**config.mk**
```make
export PLATFORM = sky130hd
export DESIGN_NAME = pascal_comment_stripper
export DESIGN_NICKNAME = d
export VERILOG_FILES = /design/src/hdl/pcs_pkg.sv /design/src/hdl/pcs_scan.sv /design/src/hdl/pcs_outq.sv /design/src/hdl/pascal_comment_stripper.sv
export VERILOG_INCLUDE_DIRS = /design/src /design/src/hdl
export SDC_FILE = /design/constraint.sdc
export NUM_CORES = 1
export LEC_CHECK = 0
export ABC_CLOCK_PERIOD_IN_PS = 2950
export BUFFER_PORTS_ARGS = -buffer_cell sky130_fd_sc_hd__buf_2
export CAP_MARGIN = 30
export CORE_MARGIN = 2
export CORE_UTILIZATION = 40
export CTS_CLUSTER_SIZE = 8
export DETAILED_ROUTE_END_ITERATION = 10
export SLEW_MARGIN = 15
export SYNTH_ARGS = -nofsm -noshare
export SYNTH_HDL_FRONTEND = slang
export SYNTH_SLANG_ARGS = --single-unit
```
**constraint.sdc**
```tcl
create_clock -name clk -period 2.95 [get_ports clk]
set_clock_uncertainty 0.2 [all_clocks]
set_input_delay 0.1475 -clock clk [delete_from_list [all_inputs] [get_ports clk]]
set_output_delay 0.1475 -clock clk [all_outputs]
set_load 0.03 [all_outputs]
```
**src/hdl/assert_macros.svh**
```systemverilog
// ---------------------------------------------------------------------------
// Assertion macros shared by the RTL.
// Both expect the signal clk to be in scope; PCS_ASSERT also expects rst_n.
// ---------------------------------------------------------------------------
`ifndef ASSERT_MACROS_SVH
`define ASSERT_MACROS_SVH

// Checked on every clock edge outside reset.
`define PCS_ASSERT(lbl, prop, msg) \
    lbl: assert property (@(posedge clk) disable iff (!rst_n) prop) else $error(msg);

// Checked on every clock edge, reset included.
`define PCS_ASSERT_ALWAYS(lbl, prop, msg) \
    lbl: assert property (@(posedge clk) prop) else $error(msg);

`endif

```
**src/hdl/pcs_pkg.sv**
```systemverilog
// ---------------------------------------------------------------------------
// pcs_pkg
// Character codes, scanner modes and beat types for the comment stripper.
// ---------------------------------------------------------------------------
package pcs_pkg;

    localparam logic [7:0] CH_LBRACE = 8'h7B;
    localparam logic [7:0] CH_RBRACE = 8'h7D;
    localparam logic [7:0] CH_LPAREN = 8'h28;
    localparam logic [7:0] CH_STAR   = 8'h2A;
    localparam logic [7:0] CH_RPAREN = 8'h29;
    localparam logic [7:0] CH_QUOTE  = 8'h27;
    localparam logic [7:0] CH_SLASH  = 8'h2F;
    localparam logic [7:0] CH_NL     = 8'h0A;

    typedef enum logic [8:0] {
        MODE_CODE       = 9'b000000001,
        MODE_HELD_PAREN = 9'b000000010,
        MODE_HELD_SLASH = 9'b000000100,
        MODE_BRACE      = 9'b000001000,
        MODE_PAREN      = 9'b000010000,
        MODE_PAREN_STAR = 9'b000100000,
        MODE_LINE       = 9'b001000000,
        MODE_STRING     = 9'b010000000,
        MODE_STRING_Q   = 9'b100000000
    } mode_t;

    // One output beat.
    typedef struct packed {
        logic [7:0] out_byte;
        logic       byte_valid;
        logic       run_last;
        logic       text_end;
    } res_t;

    // Beats produced by one input byte: count (0..2) and up to two beats.
    typedef struct packed {
        logic [1:0] num;
        res_t       r0;
        res_t       r1;
    } scan_out_t;

endpackage

```
**src/hdl/pcs_scan.sv**
```systemverilog
// ---------------------------------------------------------------------------
// pcs_scan
// Scanner state and the per-byte decode into zero, one or two beats.
// ---------------------------------------------------------------------------
module pcs_scan
    import pcs_pkg::*;
(
    input  logic       clk,
    input  logic       rst_n,
    input  logic       take,
    input  logic [7:0] in_byte,
    input  logic       is_last,
    output scan_out_t  res
);

    typedef struct packed {
        logic  emit;
        mode_t mode;
    } code_step_t;

    mode_t mode_reg;
    mode_t mode_next;

    // Plain code-mode handling of one character.
    function automatic code_step_t code_byte(input logic [7:0] c);
        code_step_t s;
        s.emit = 1'b0;
        s.mode = MODE_CODE;
        if (c == CH_LBRACE) begin
            s.mode = MODE_BRACE;
        end else if (c == CH_LPAREN) begin
            s.mode = MODE_HELD_PAREN;
        end else if (c == CH_QUOTE) begin
            s.emit = 1'b1;
            s.mode = MODE_STRING;
        end else if (c == CH_SLASH) begin
            s.mode = MODE_HELD_SLASH;
        end else begin
            s.emit = 1'b1;
        end
        return s;
    endfunction

    code_step_t cb;
    logic       pre_en;
    logic [7:0] pre_ch;
    logic       mid_en;
    logic       fl_en;
    logic [7:0] fl_ch;
    mode_t      mode_mid;
    logic [1:0] num;
    logic [7:0] e0;
    logic [7:0] e1;

    always_comb
    begin
        cb       = code_byte(in_byte);
        pre_en   = 1'b0;
        pre_ch   = CH_LPAREN;
        mid_en   = 1'b0;
        mode_mid = mode_reg;
        unique case (mode_reg)
            MODE_HELD_PAREN:
            begin
                if (in_byte == CH_STAR) begin
                    mode_mid = MODE_PAREN;
                end else begin
                    pre_en   = 1'b1;
                    mid_en   = cb.emit;
                    mode_mid = cb.mode;
                end
            end
            MODE_HELD_SLASH:
            begin
                pre_ch = CH_SLASH;
                if (in_byte == CH_SLASH) begin
                    mode_mid = MODE_LINE;
                end else begin
                    pre_en   = 1'b1;
                    mid_en   = cb.emit;
                    mode_mid = cb.mode;
                end
            end
            MODE_BRACE:
            begin
                if (in_byte == CH_RBRACE) begin
                    mode_mid = MODE_CODE;
                end
            end
            MODE_PAREN:
            begin
                if (in_byte == CH_STAR) begin
                    mode_mid = MODE_PAREN_STAR;
                end
            end
            MODE_PAREN_STAR:
            begin
                if (in_byte == CH_RPAREN) begin
                    mode_mid = MODE_CODE;
                end else if (in_byte != CH_STAR) begin
                    mode_mid = MODE_PAREN;
                end
            end
            MODE_LINE:
            begin
                if (in_byte == CH_NL) begin
                    mid_en   = 1'b1;
                    mode_mid = MODE_CODE;
                end
            end
            MODE_STRING:
            begin
                mid_en = 1'b1;
                if (in_byte == CH_QUOTE) begin
                    mode_mid = MODE_STRING_Q;
                end
            end
            MODE_STRING_Q:
            begin
                if (in_byte == CH_QUOTE) begin
                    mid_en   = 1'b1;
                    mode_mid = MODE_STRING;
                end else begin
                    mid_en   = cb.emit;
                    mode_mid = cb.mode;
                end
            end
            default:
            begin
                // code mode and any stray code
                mid_en   = cb.emit;
                mode_mid = cb.mode;
            end
        endcase

        // flush a held paren or slash at text end
        fl_en = is_last && ((mode_mid == MODE_HELD_PAREN) || (mode_mid == MODE_HELD_SLASH));
        fl_ch = (mode_mid == MODE_HELD_PAREN) ? CH_LPAREN : CH_SLASH;

        // pack into at most two slots, in emit order
        num = 2'd0;
        e0  = 8'h00;
        e1  = 8'h00;
        if (pre_en) begin
            e0  = pre_ch;
            num = 2'd1;
        end
        if (mid_en) begin
            if (num == 2'd0) begin
                e0 = in_byte;
            end else begin
                e1 = in_byte;
            end
            num = num + 2'd1;
        end
        if (fl_en && (num != 2'd2)) begin
            if (num == 2'd0) begin
                e0 = fl_ch;
            end else begin
                e1 = fl_ch;
            end
            num = num + 2'd1;
        end

        mode_next = is_last ? MODE_CODE : mode_mid;

        res.r0.out_byte   = e0;
        res.r0.byte_valid = (num != 2'd0);
        res.r0.run_last   = (num != 2'd2);
        res.r0.text_end   = is_last && (num != 2'd2);
        res.r1.out_byte   = e1;
        res.r1.byte_valid = 1'b1;
        res.r1.run_last   = 1'b1;
        res.r1.text_end   = is_last;
        // end-only marker when the last byte leaves nothing to send
        res.num = (is_last && (num == 2'd0)) ? 2'd1 : num;
    end

    always_ff @(posedge clk or negedge rst_n)
    begin
        if (!rst_n) begin
            mode_reg <= MODE_CODE;
        end else if (take) begin
            mode_reg <= mode_next;
        end
    end

endmodule

```
**src/hdl/pcs_outq.sv**
```systemverilog
// ---------------------------------------------------------------------------
// pcs_outq
// Two-slot result buffer between the scanner and the output channel.
// ---------------------------------------------------------------------------
module pcs_outq
    import pcs_pkg::*;
(
    input  logic      clk,
    input  logic      rst_n,
    input  logic      push,
    input  scan_out_t push_data,
    input  logic      out_stall,
    output logic      out_valid,
    output res_t      head,
    output logic      room
);

    logic [1:0] cnt_reg;
    logic [1:0] cnt_next;
    res_t       slot0_reg;
    res_t       slot0_next;
    res_t       slot1_reg;
    res_t       slot1_next;
    logic       pop;

    assign out_valid = (cnt_reg != 2'd0);
    assign head      = slot0_reg;
    assign pop       = out_valid && !out_stall;
    // room for a worst-case pair once this cycle's pop is done
    assign room      = (cnt_reg == 2'd0) || ((cnt_reg == 2'd1) && !out_stall);

    always_comb
    begin
        cnt_next   = cnt_reg;
        slot0_next = slot0_reg;
        slot1_next = slot1_reg;
        if (push) begin
            slot0_next = push_data.r0;
            slot1_next = push_data.r1;
            cnt_next   = push_data.num;
        end else if (pop) begin
            slot0_next = slot1_reg;
            cnt_next   = cnt_reg - 2'd1;
        end
    end

    always_ff @(posedge clk or negedge rst_n)
    begin
        if (!rst_n) begin
            cnt_reg <= 2'd0;
        end else begin
            cnt_reg <= cnt_next;
        end
    end

    always_ff @(posedge clk)
    begin
        slot0_reg <= slot0_next;
        slot1_reg <= slot1_next;
    end

endmodule

```
**src/hdl/pascal_comment_stripper.sv**
```systemverilog
// ---------------------------------------------------------------------------
// pascal_comment_stripper
// Removes brace, paren-star and slash-slash comments from Pascal source.
// ---------------------------------------------------------------------------
// Usage:
//   Input channel (in_valid / in_stall): one source byte per beat, is_last
//   set on the final byte of a text. Output channel (out_valid / out_stall):
//   one kept byte per beat with byte_valid, run_last (last beat caused by
//   this input byte) and text_end (final beat of the text). A text that ends
//   with nothing to send still yields one beat with byte_valid low.
//   Latency: a beat shows on the output the cycle after its byte is taken.
//   Throughput: one byte per cycle while the buffer has room. A byte that
//   yields two beats (a held '(' or '/' released together with the current
//   char) stalls input until the two-slot buffer drains a beat via one port.
//   Reset: scanner returns to plain code mode, buffer empties.
//   When the receiver stalls, the head beat holds; the input stalls as soon
//   as the buffer cannot take another worst-case pair.
// ---------------------------------------------------------------------------
`include "assert_macros.svh"

module pascal_comment_stripper
    import pcs_pkg::*;
(
    input  logic       clk,
    input  logic       rst_n,
    input  logic       in_valid,
    output logic       in_stall,
    input  logic [7:0] in_byte,
    input  logic       is_last,
    output logic       out_valid,
    input  logic       out_stall,
    output logic [7:0] out_byte,
    output logic       byte_valid,
    output logic       run_last,
    output logic       text_end
);

    scan_out_t scan_res;
    res_t      head;
    logic      room;
    logic      take;

    assign in_stall = !room;
    assign take     = in_valid && room;

    // scanner: state machine plus per-byte decode
    pcs_scan u_scan (
        .clk     (clk),
        .rst_n   (rst_n),
        .take    (take),
        .in_byte (in_byte),
        .is_last (is_last),
        .res     (scan_res)
    );

    // result buffer decouples the receiver's stalls from the scanner
    pcs_outq u_outq (
        .clk       (clk),
        .rst_n     (rst_n),
        .push      (take),
        .push_data (scan_res),
        .out_stall (out_stall),
        .out_valid (out_valid),
        .head      (head),
        .room      (room)
    );

    assign out_byte   = head.out_byte;
    assign byte_valid = head.byte_valid;
    assign run_last   = head.run_last;
    assign text_end   = head.text_end;

    // the final byte of a text always produces a beat
    `PCS_ASSERT(a_last_gives_beat, (in_valid && !in_stall && is_last) |=> out_valid, "last byte gave no beat")
    // end-only marker carries a zero byte and closes the text
    `PCS_ASSERT(a_marker_shape, (out_valid && !byte_valid) |-> (text_end && run_last && out_byte == 8'h00), "bad end marker")
    // text end is always the last beat of its byte
    `PCS_ASSERT(a_end_is_run_last, (out_valid && text_end) |-> run_last, "text_end without run_last")
    // an empty buffer never holds off the sender
    `PCS_ASSERT_ALWAYS(a_empty_accepts, (rst_n && !out_valid) |-> !in_stall, "stall with empty buffer")

endmodule

```
==> results of run 1 <==
==> critical path: cells and delay by family, from the launching register on <==
kind	cells	cell delay, ps
simple gates	4	860
compound gates	3	370
flops	1	470
buf+inv	2	230
fa+ha+maj	1	360
==> worst max path at each step <==
stage / from / to / slack [ps] / depth (start not counted)
detailed placement: in_byte[4] / u_outq.head[4] / 60 / 11
floorplan: u_scan.mode_reg[4] / u_outq.head[3] / 20 / 12
global placement: in_byte[4] / u_outq.head[3] / 120 / 11
global route: u_scan.mode_reg[5] / u_outq.head[0] / 20 / 10
finish: u_scan.mode_reg[5] / u_outq.head[0] / 200 / 10
CTS: u_scan.mode_reg[5] / u_outq.head[0] / 140 / 10
==> cells in the final DEF (no fill, tap or decap), types with 5 or more instances in the layout <==
master	count
and3_1	6
a31oi_1	5
nor2b_1	6
buf_2	25
o31ai_1	5
a21oi_1	13
nor3_1	6
dfrtp_1	9
inv_1	10
a21o_1	5
nand2b_1	6
clkbuf_8	6
edfxtp_1	20
buf_4	31
nand2_1	30
o21ai_0	6
nor2_1	13
==> metal layers <==
metal  track usage [%]  routed length, um  vias to the layer above
met3              4.00                174                        9
met1              24.8               2610                      868
met2              28.6               2330                       40
met5                 0                  0                        -
li1                  -                  -                      956
met4              6.00                102                        0
==> layout make-up <==
class / count / area share (%)
well taps: 70 / 3.30
clock inverters: 1 / 0.189
multi-input cells: 171 / 44.5
inverters: 10 / 1.41
flip-flops and latches: 31 / 33.1
clock buffers: 7 / 3.25
repair buffers: 58 / 14.2
==> power by group through the flow <==
stage                     Sequential, mW  Combinational (mW)  Clock (mW)
after floorplan                    0.731               0.265           0
after global placement             0.624               0.524           0
after detailed placement           0.626               0.526           0
after CTS                          0.617               0.529       0.364
after global routing               0.624               0.574       0.382
final                              0.617               0.525       0.359
==> cell usage after synthesis, types with 2 or more instances <==
master / number / share of area, %
clkbuf_1: 6 / 1.1
a21oi_1: 13 / 3.1
inv_1: 10 / 1.8
o22ai_1: 2 / 0.59
buf_2: 3 / 0.71
nand4b_1: 2 / 0.83
nand3b_1: 2 / 0.71
nand3_1: 4 / 0.95
o21a_1: 2 / 0.71
ha_1: 4 / 2.4
a22o_1: 3 / 1.2
and2_4: 2 / 0.83
o31ai_1: 5 / 1.8
a221oi_1: 3 / 1.2
nand4_1: 4 / 1.2
o21ai_1: 2 / 0.47
nor2_1: 13 / 2.3
o41ai_1: 2 / 0.83
nor2b_1: 6 / 1.8
dfrtp_1: 10 / 12
nor3_1: 6 / 1.4
a22oi_1: 3 / 1.1
or3_1: 4 / 1.2
nand2_1: 30 / 5.3
and3_1: 6 / 1.8
a31oi_1: 5 / 1.5
edfxtp_1: 20 / 28
nand2b_1: 6 / 1.8
a21o_1: 5 / 1.8
nor4_1: 2 / 0.59
and4b_1: 3 / 1.4
o21ai_0: 8 / 1.9
xor2_1: 2 / 0.83
==> timing repair <==
item	CTS	global route
hold endpoints to repair	12	0
endpoints found under the setup margin	0	5
resized for setup	0	4
hold buffers	2	0
==> kinds of logic after synthesis <==
kind of cell | count (synthesis)
DFF | 31
AOI/OAI and AO/OA | 66
adders and majority gates | 4
and+or+nand+nor | 98
muxes | 1
buffers and inverters | 19
xor gates and xnor gates | 2
==> metrics by stage <==
step | utilization, % | worst slack [ps] | total power, mW | cell area [um2]
after floorplan | - | 22.4 | 0.996 | 2120
after global placement | 49.5 | 116 | 1.15 | 2530
after detailed placement | 49.5 | 59.2 | 1.15 | 2530
after CTS | 51.6 | 137 | 1.51 | 2640
after global routing | 52.0 | 24.5 | 1.58 | 2650
final | 52.0 | 202 | 1.50 | 2650
==> run metrics, run 1 <==
Slowest Stage Delay on Critical Path 470 ps; crit end category register; clk slew on worst S/H paths 70 ps; # diodes 0; number of synthesized flops with an enable pin 20; first-pass GRT wire length 8560 um; post-synthesis mux area share less than 1%; Flop pwr share 41.1%; TritonCTS clock tree done; share of layout cells above drive strength 1 between 20% and 30%; critical path class register to register; Synth Area in Adders 2.36%; Net Sw Frac 37.1%; maximum clock frequency 364 MHz; period utilization about 93%; ys flop type edfxtp_1; number of global-route vias before repair 1739; nets 294; leak pwr 1.14 nW; largest family of logic cells by synthesized area simple AND/OR/NAND/NOR gates; Non-Filler Instances 348; total setup buffers inserted after CTS 0; initial core utilization 41.5%; Seq cells post-synth 31; largest net degree at the start of global routing 18; ys async rst share 35.5%; cell chain of the critical path nor4_4 -> buf_4 -> and4b_1 -> o2bb2ai_1 -> nand2b_1 -> inv_1 -> ha_1 -> nand3b_1 -> o22ai_2 -> o21ai_1; root buffer cell clkbuf_8; Worst setup SP type register; Avg WL per Cell 15.0 um; Final Hold Viols 0; xor/xnor share of the synthesized area 0.827%; slew margin rel. 67.2%; CTS buffer count 5; Layout area overhead 25.3%; post-synthesis compound-gate area fraction 23.9%; Hold WS about 17 ps; Rows 26; gr ovfl total 0; FF-to-FF End u_outq.head[0]; worst slew pin tran a little under 500 ps; Synth Area per Inst ~9.6 um2; Hold Path Depth 2; GPL Wtd Cong between 0.9 and 1; Reg2Reg Setup Slack 200 ps; Max IR drop VDD 0.318 mV; Initial DRT Pass Iterations 4; CP Data Required Time 2780 ps; Post-Syn Area 2120 um2; chip width 76.8 um; slowest cell on the critical path dfrtp_2; dpl hpwl 4040 um; area of the multi-input gates 1180 um2; Hold Startpoint in_byte[2]; Slew Limit Fails 0; # setup viols final 0; Die Ht around 77 um; Netlist cell types 56; final setup TNS 0 ps; Comb power frac between 30% and 40%; gr usage total a little under a fifth; Clock power frac 23.9%; Register Area 878 um2; Tmin final around 2700 ps; I/O Pins 26; Seq/Total Area, Yosys roughly two fifths; Hold Path End u_outq.slot1_reg[5]; launching point of the worst reg2reg path u_scan.mode_reg[5]; Ys Warns 0; Routed Wire Length 5210 um; die area 5890 um2; PD cells 566 nW/um2; ANT nets after route 0; internal cell power 0.944 mW; DR iter-0 viols 86; initial antenna violation count 0; post-DR vias/cell 5.38; Remaining DRCs 0; FILL cells 487; Port Buffers 25; core box area 5110 um2; post-synthesis cell count 221; Clock Path Buffers 2; Clock Latency Late Sink 290 ps; Worst Path Arrival 2580 ps; status finished clean; Post-Synth Simple-Gate Area 27.5%; H-tree levels 2; R2R depth 10; Sink Count 31; placed insts 338; Vias 1873; Max-Cap Viols 0; unrepaired setup endpoints after global routing false; worst-path fanout max 8; power dissipated by switching net loads between 0.5 and 0.6 mW; Worst Hold Class primary input to register; syn nets 238; max reg flops 11
No activity file was read; power rests on OpenSTA's default activity.
==> run 2: changes to the inputs <==
Settings changed: PLACE_DENSITY_LB_ADDON set to 0.1.
==> run metrics, run 2 (synthesis gave the netlist of run 1 again) <==
# setup viols final 0; Vias 1917; cell chain of the critical path nor2b_1 -> o311ai_1 -> buf_4 -> o211ai_2 -> o221ai_1 -> nand2_1 -> a211oi_2 -> a21o_1; Slew Limit Fails 0; Worst Path Arrival 2740 ps; largest net degree at the start of global routing 18; leak pwr 1.17 nW; Tmin final 2790 ps; DR iter-0 viols 127; critical path class register to register; CTS buffer count 5; Worst Hold Class primary input to register; Remaining DRCs 0; period utilization 94.4%; Avg WL per Cell 15.5 um; status finished clean; Max-Cap Viols 0; gr usage total 19.1%; CP Data Required Time 2900 ps; sum of buffers and inverters on the critical path 1; gr ovfl total 0; GPL Wtd Cong a little over 0.9; H-tree levels 2; worst slew pin tran between 400 and 500 ps; Die Ht roughly 77 um; I/O Pins 26; Rows 26; Slowest Stage Delay on Critical Path approximately 450 ps; worst-path fanout max 6; Port Buffers 25; PD cells 576 nW/um2; commonest cells after routing, fill and taps aside buf_4, nand2_1, buf_2; Clock Latency Late Sink 280 ps; TritonCTS clock tree done; number of global-route vias before repair approximately 1800; final setup TNS 0 ps; ANT nets after route 0; most common cell after layout, fill and taps aside buf_4; Finished Cell Area 2690 um2; Initial DRT Pass Iterations 4; Max IR drop VDD 0.243 mV; Clock Path Buffers 2; Final WS setup 164 ps; CP top delay family compound AO/OA/AOI/OAI gates; initial core utilization 41.5%; initial antenna violation count 0; slew margin rel. 66.8%; max reg flops 11; clk slew on worst S/H paths around 60 ps; dpl hpwl 4160 um; maximum clock frequency 359 MHz; Placement Cell Area 2550 um2; unrepaired setup endpoints after global routing false; Layout area overhead 27.1%; crit end category register; Sink Count 31; chip width approximately 77 um; die area between 5000 and 6000 um2; slowest cell on the critical path dfrtp_1; setup slack at placement 79.0 ps; Final Hold Viols 0; total setup buffers inserted after CTS 0; share of layout cells above drive strength 1 30.4%; first-pass GRT wire length 8970 um; Final Total Pwr 1.55 mW; post-DR vias/cell ~5.5; root buffer cell clkbuf_8; Worst setup SP type register; core box area 5110 um2; Routed Wire Length ~5400 um; nets 296; # diodes 0
-- run 2: cell types whose count changed in the layout (fill, tap and decap cells not counted), sizes merged --
cell | previous run | this run
buf | 56 | 59
bufinv | 0 | 1
clkbuf | 7 | 5
clkinv | 1 | 2
dlygate4sd3 | 2 | 1
-- run 2: worst paths after layout --
check	start	end	slack, ps	cells past startpoint
min in group asynchronous	rst_n	u_scan.mode_reg[2]	60	2
setup reg to reg	u_scan.mode_reg[7]	u_outq.slot1_reg[8]	160	8
setup / recovery	u_scan.mode_reg[7]	u_outq.slot1_reg[8]	160	8
max in group asynchronous	rst_n	u_scan.mode_reg[0]	2230	2
hold reg to reg	u_outq.slot1_reg[0]	u_outq.head[0]	350	2
hold / removal	in_byte[3]	u_outq.slot1_reg[6]	7	2
-- run 2: repair_timing --
item                                   in CTS  in global routing
setup endpoints to repair                   0                  9
endpoints found under the hold margin      11                  0
gates resized for setup                     0                  4
hold buffers                                1                  0
-- run 2: layout make-up --
type | count | area, um2
clock inverters | 3 | 38.8
multi-input cells | 171 | 1190
flip-flops and latches | 31 | 877
well taps | 70 | 87.6
clock buffers | 5 | 68.8
inverters | 10 | 37.5
repair buffers | 60 | 390
fillers | 483 | 2410
-- run 2: stage by stage --
stage          hold slack, ps  utilization (%)  cells
5_1_grt                  7.89             52.7    350
2_1_floorplan            -348                -    221
4_1_cts                  1.28             52.2    350
3_5_place_dp             -163             49.9    341
3_3_place_gp             -166             49.9    341
6_report                 6.66             52.7    350
-- run 2: layer usage --
metal	routed length, um	vias to the layer above	global-route usage, %
li1	-	962	-
met1	2620	902	26.2
met2	2530	47	30.4
met3	234	6	3.88
met4	48	0	5.45
met5	0	-	0
-- run 2: where the power goes --
group | internal, mW | leakage (nW) | switching (mW)
Clock | 0.247 | 0.0556 | 0.161
Sequential | 0.588 | 0.333 | 0.0282
Combinational | 0.168 | 0.777 | 0.359
==> run 3: changes to the inputs <==
Settings changed: CELL_PAD_IN_SITES_DETAIL_PLACEMENT set to 1, CELL_PAD_IN_SITES_GLOBAL_PLACEMENT set to 1.
==> run metrics, run 3 (synthesis gave the netlist of run 1 again) <==
Max IR drop VDD 0.307 mV; period utilization 94.2%; gr usage total 21.8%; Tmin final 2780 ps; Remaining DRCs 0; Clock Path Buffers 2; Die Ht 76.8 um; clk slew on worst S/H paths 70 ps; first-pass GRT wire length 10200 um; status finished clean; Sink Count 31; setup slack at placement -13.5 ps; launching point of the worst reg2reg path u_scan.mode_reg[8]; commonest cells after routing, fill and taps aside buf_4, nand2_1, buf_2; unrepaired setup endpoints after global routing false; Layout area overhead 32.6%; Finished Cell Area 2810 um2; core box area 5110 um2; worst slew pin tran between 400 and 500 ps; # setup viols final 0; critical path class register to register; Avg WL per Cell ~17 um; most common cell after layout, fill and taps aside buf_4; die area 5890 um2; dpl hpwl 4720 um; H-tree levels 2; gr ovfl total 0; Final WS setup 171 ps; GPL Wtd Cong 0.914; Reg2Reg Setup Slack 170 ps; max reg flops 11; Clock Latency Late Sink ~280 ps; DR iter-0 viols 68; largest net degree at the start of global routing 28; nets roughly 310; Slew Limit Fails 0; post-DR vias/cell 5.56; fin util a little over half; Rows 26; Worst setup SP type register; CP endpoint u_outq.head[0]; R2R depth 11; Worst Path Arrival 2610 ps; chip width 76.8 um; FILL cells around 600; TritonCTS clock tree done; initial core utilization just over 40%; Final Hold Viols 0; maximum clock frequency roughly 360 MHz; Routed Wire Length roughly 6200 um; # diodes 0; number of global-route vias before repair 2058; Max-Cap Viols 0; Final Total Pwr 1.57 mW; CTS buffer count 5; Port Buffers 25; slew margin rel. 69.9%; initial antenna violation count 0; Initial DRT Pass Iterations 4; Placement Cell Area roughly 2600 um2; share of layout cells above drive strength 1 a little over a third; crit end category register; Worst Setup SP u_scan.mode_reg[8]; root buffer cell clkbuf_8; worst-path fanout max 7; Worst Hold Class primary input to register; Vias ~2000; FF-to-FF End u_outq.head[0]; PD cells 559 nW/um2; leak pwr 1.22 nW; I/O Pins 26; ANT nets after route 0; CP Data Required Time approximately 2800 ps
[run 3: cell types whose count changed in the layout (fill, tap and decap cells not counted), sizes merged]
cell,before,now
dlygate4sd3,1,2
buf,59,69
[run 3: repair_timing]
action,in CTS,in global routing
resized for setup,0,14
endpoints found under the hold margin,12,0
hold buffers,2,0
setup buffers,0,3
endpoints found under the setup margin,0,15
[run 3: area by class of cell]
type	count	area [um2]	area share [%]
multi-input cells	171	1220	43.5
clock buffers	5	68.8	2.45
well taps	70	87.6	3.12
clock inverters	3	38.8	1.38
repair buffers	71	475	16.9
inverters	10	37.5	1.34
flip-flops and latches	31	878	31.3
[run 3: worst max-delay path, cell delays in order (launching register included)]
cell and delay [ps]:
dfrtp_1 390, nor3_2 170, buf_4 170, nand2_1 70, or3_1 330, o2bb2ai_1 210, nand2b_4 180, inv_1 40
ha_1 390, nand3b_1 150, o22ai_2 140, o21ai_1 90
[run 3: power by group]
group | total [mW] | switching, mW | internal (mW)
Combinational | 0.543 | 0.370 | 0.173
Sequential | 0.617 | 0.0295 | 0.588
Clock | 0.410 | 0.163 | 0.247
Total | 1.57 | 0.563 | 1.01
[run 3: how the worst min path moves through the flow]
stage,startpoint,end,slack (ps),depth (start not counted)
3_3_place_gp,rst_n,u_scan.mode_reg[6],-170,1
2_1_floorplan,rst_n,u_outq.cnt_reg[0],-350,0
4_1_cts,in_byte[2],u_outq.slot1_reg[5],7,2
3_5_place_dp,rst_n,u_scan.mode_reg[6],-160,1
5_1_grt,in_byte[2],u_outq.slot1_reg[5],30,2
6_report,in_byte[2],u_outq.slot1_reg[5],20,2
[run 3: routing by layer]
metal / share of wire, % / track usage, % / wire (um)
met5: 0 / 0 / 0
met4: 1.5 / 5.82 / 90
met3: 3.2 / 3.76 / 196
met2: 50 / 37.1 / 3060
met1: 46 / 28.7 / 2810
[run 3: metrics by stage]
| step | TNS [ps] | hold slack, ps | std cells |
|---|---|---|---|
| floorplan | 0 | -348 | 221 |
| global placement | 0 | -165 | 348 |
| detailed placement | -20.3 | -165 | 348 |
| CTS | 0 | 6.85 | 358 |
| global route | 0 | 31.5 | 361 |
| finish | 0 | 18.2 | 361 |
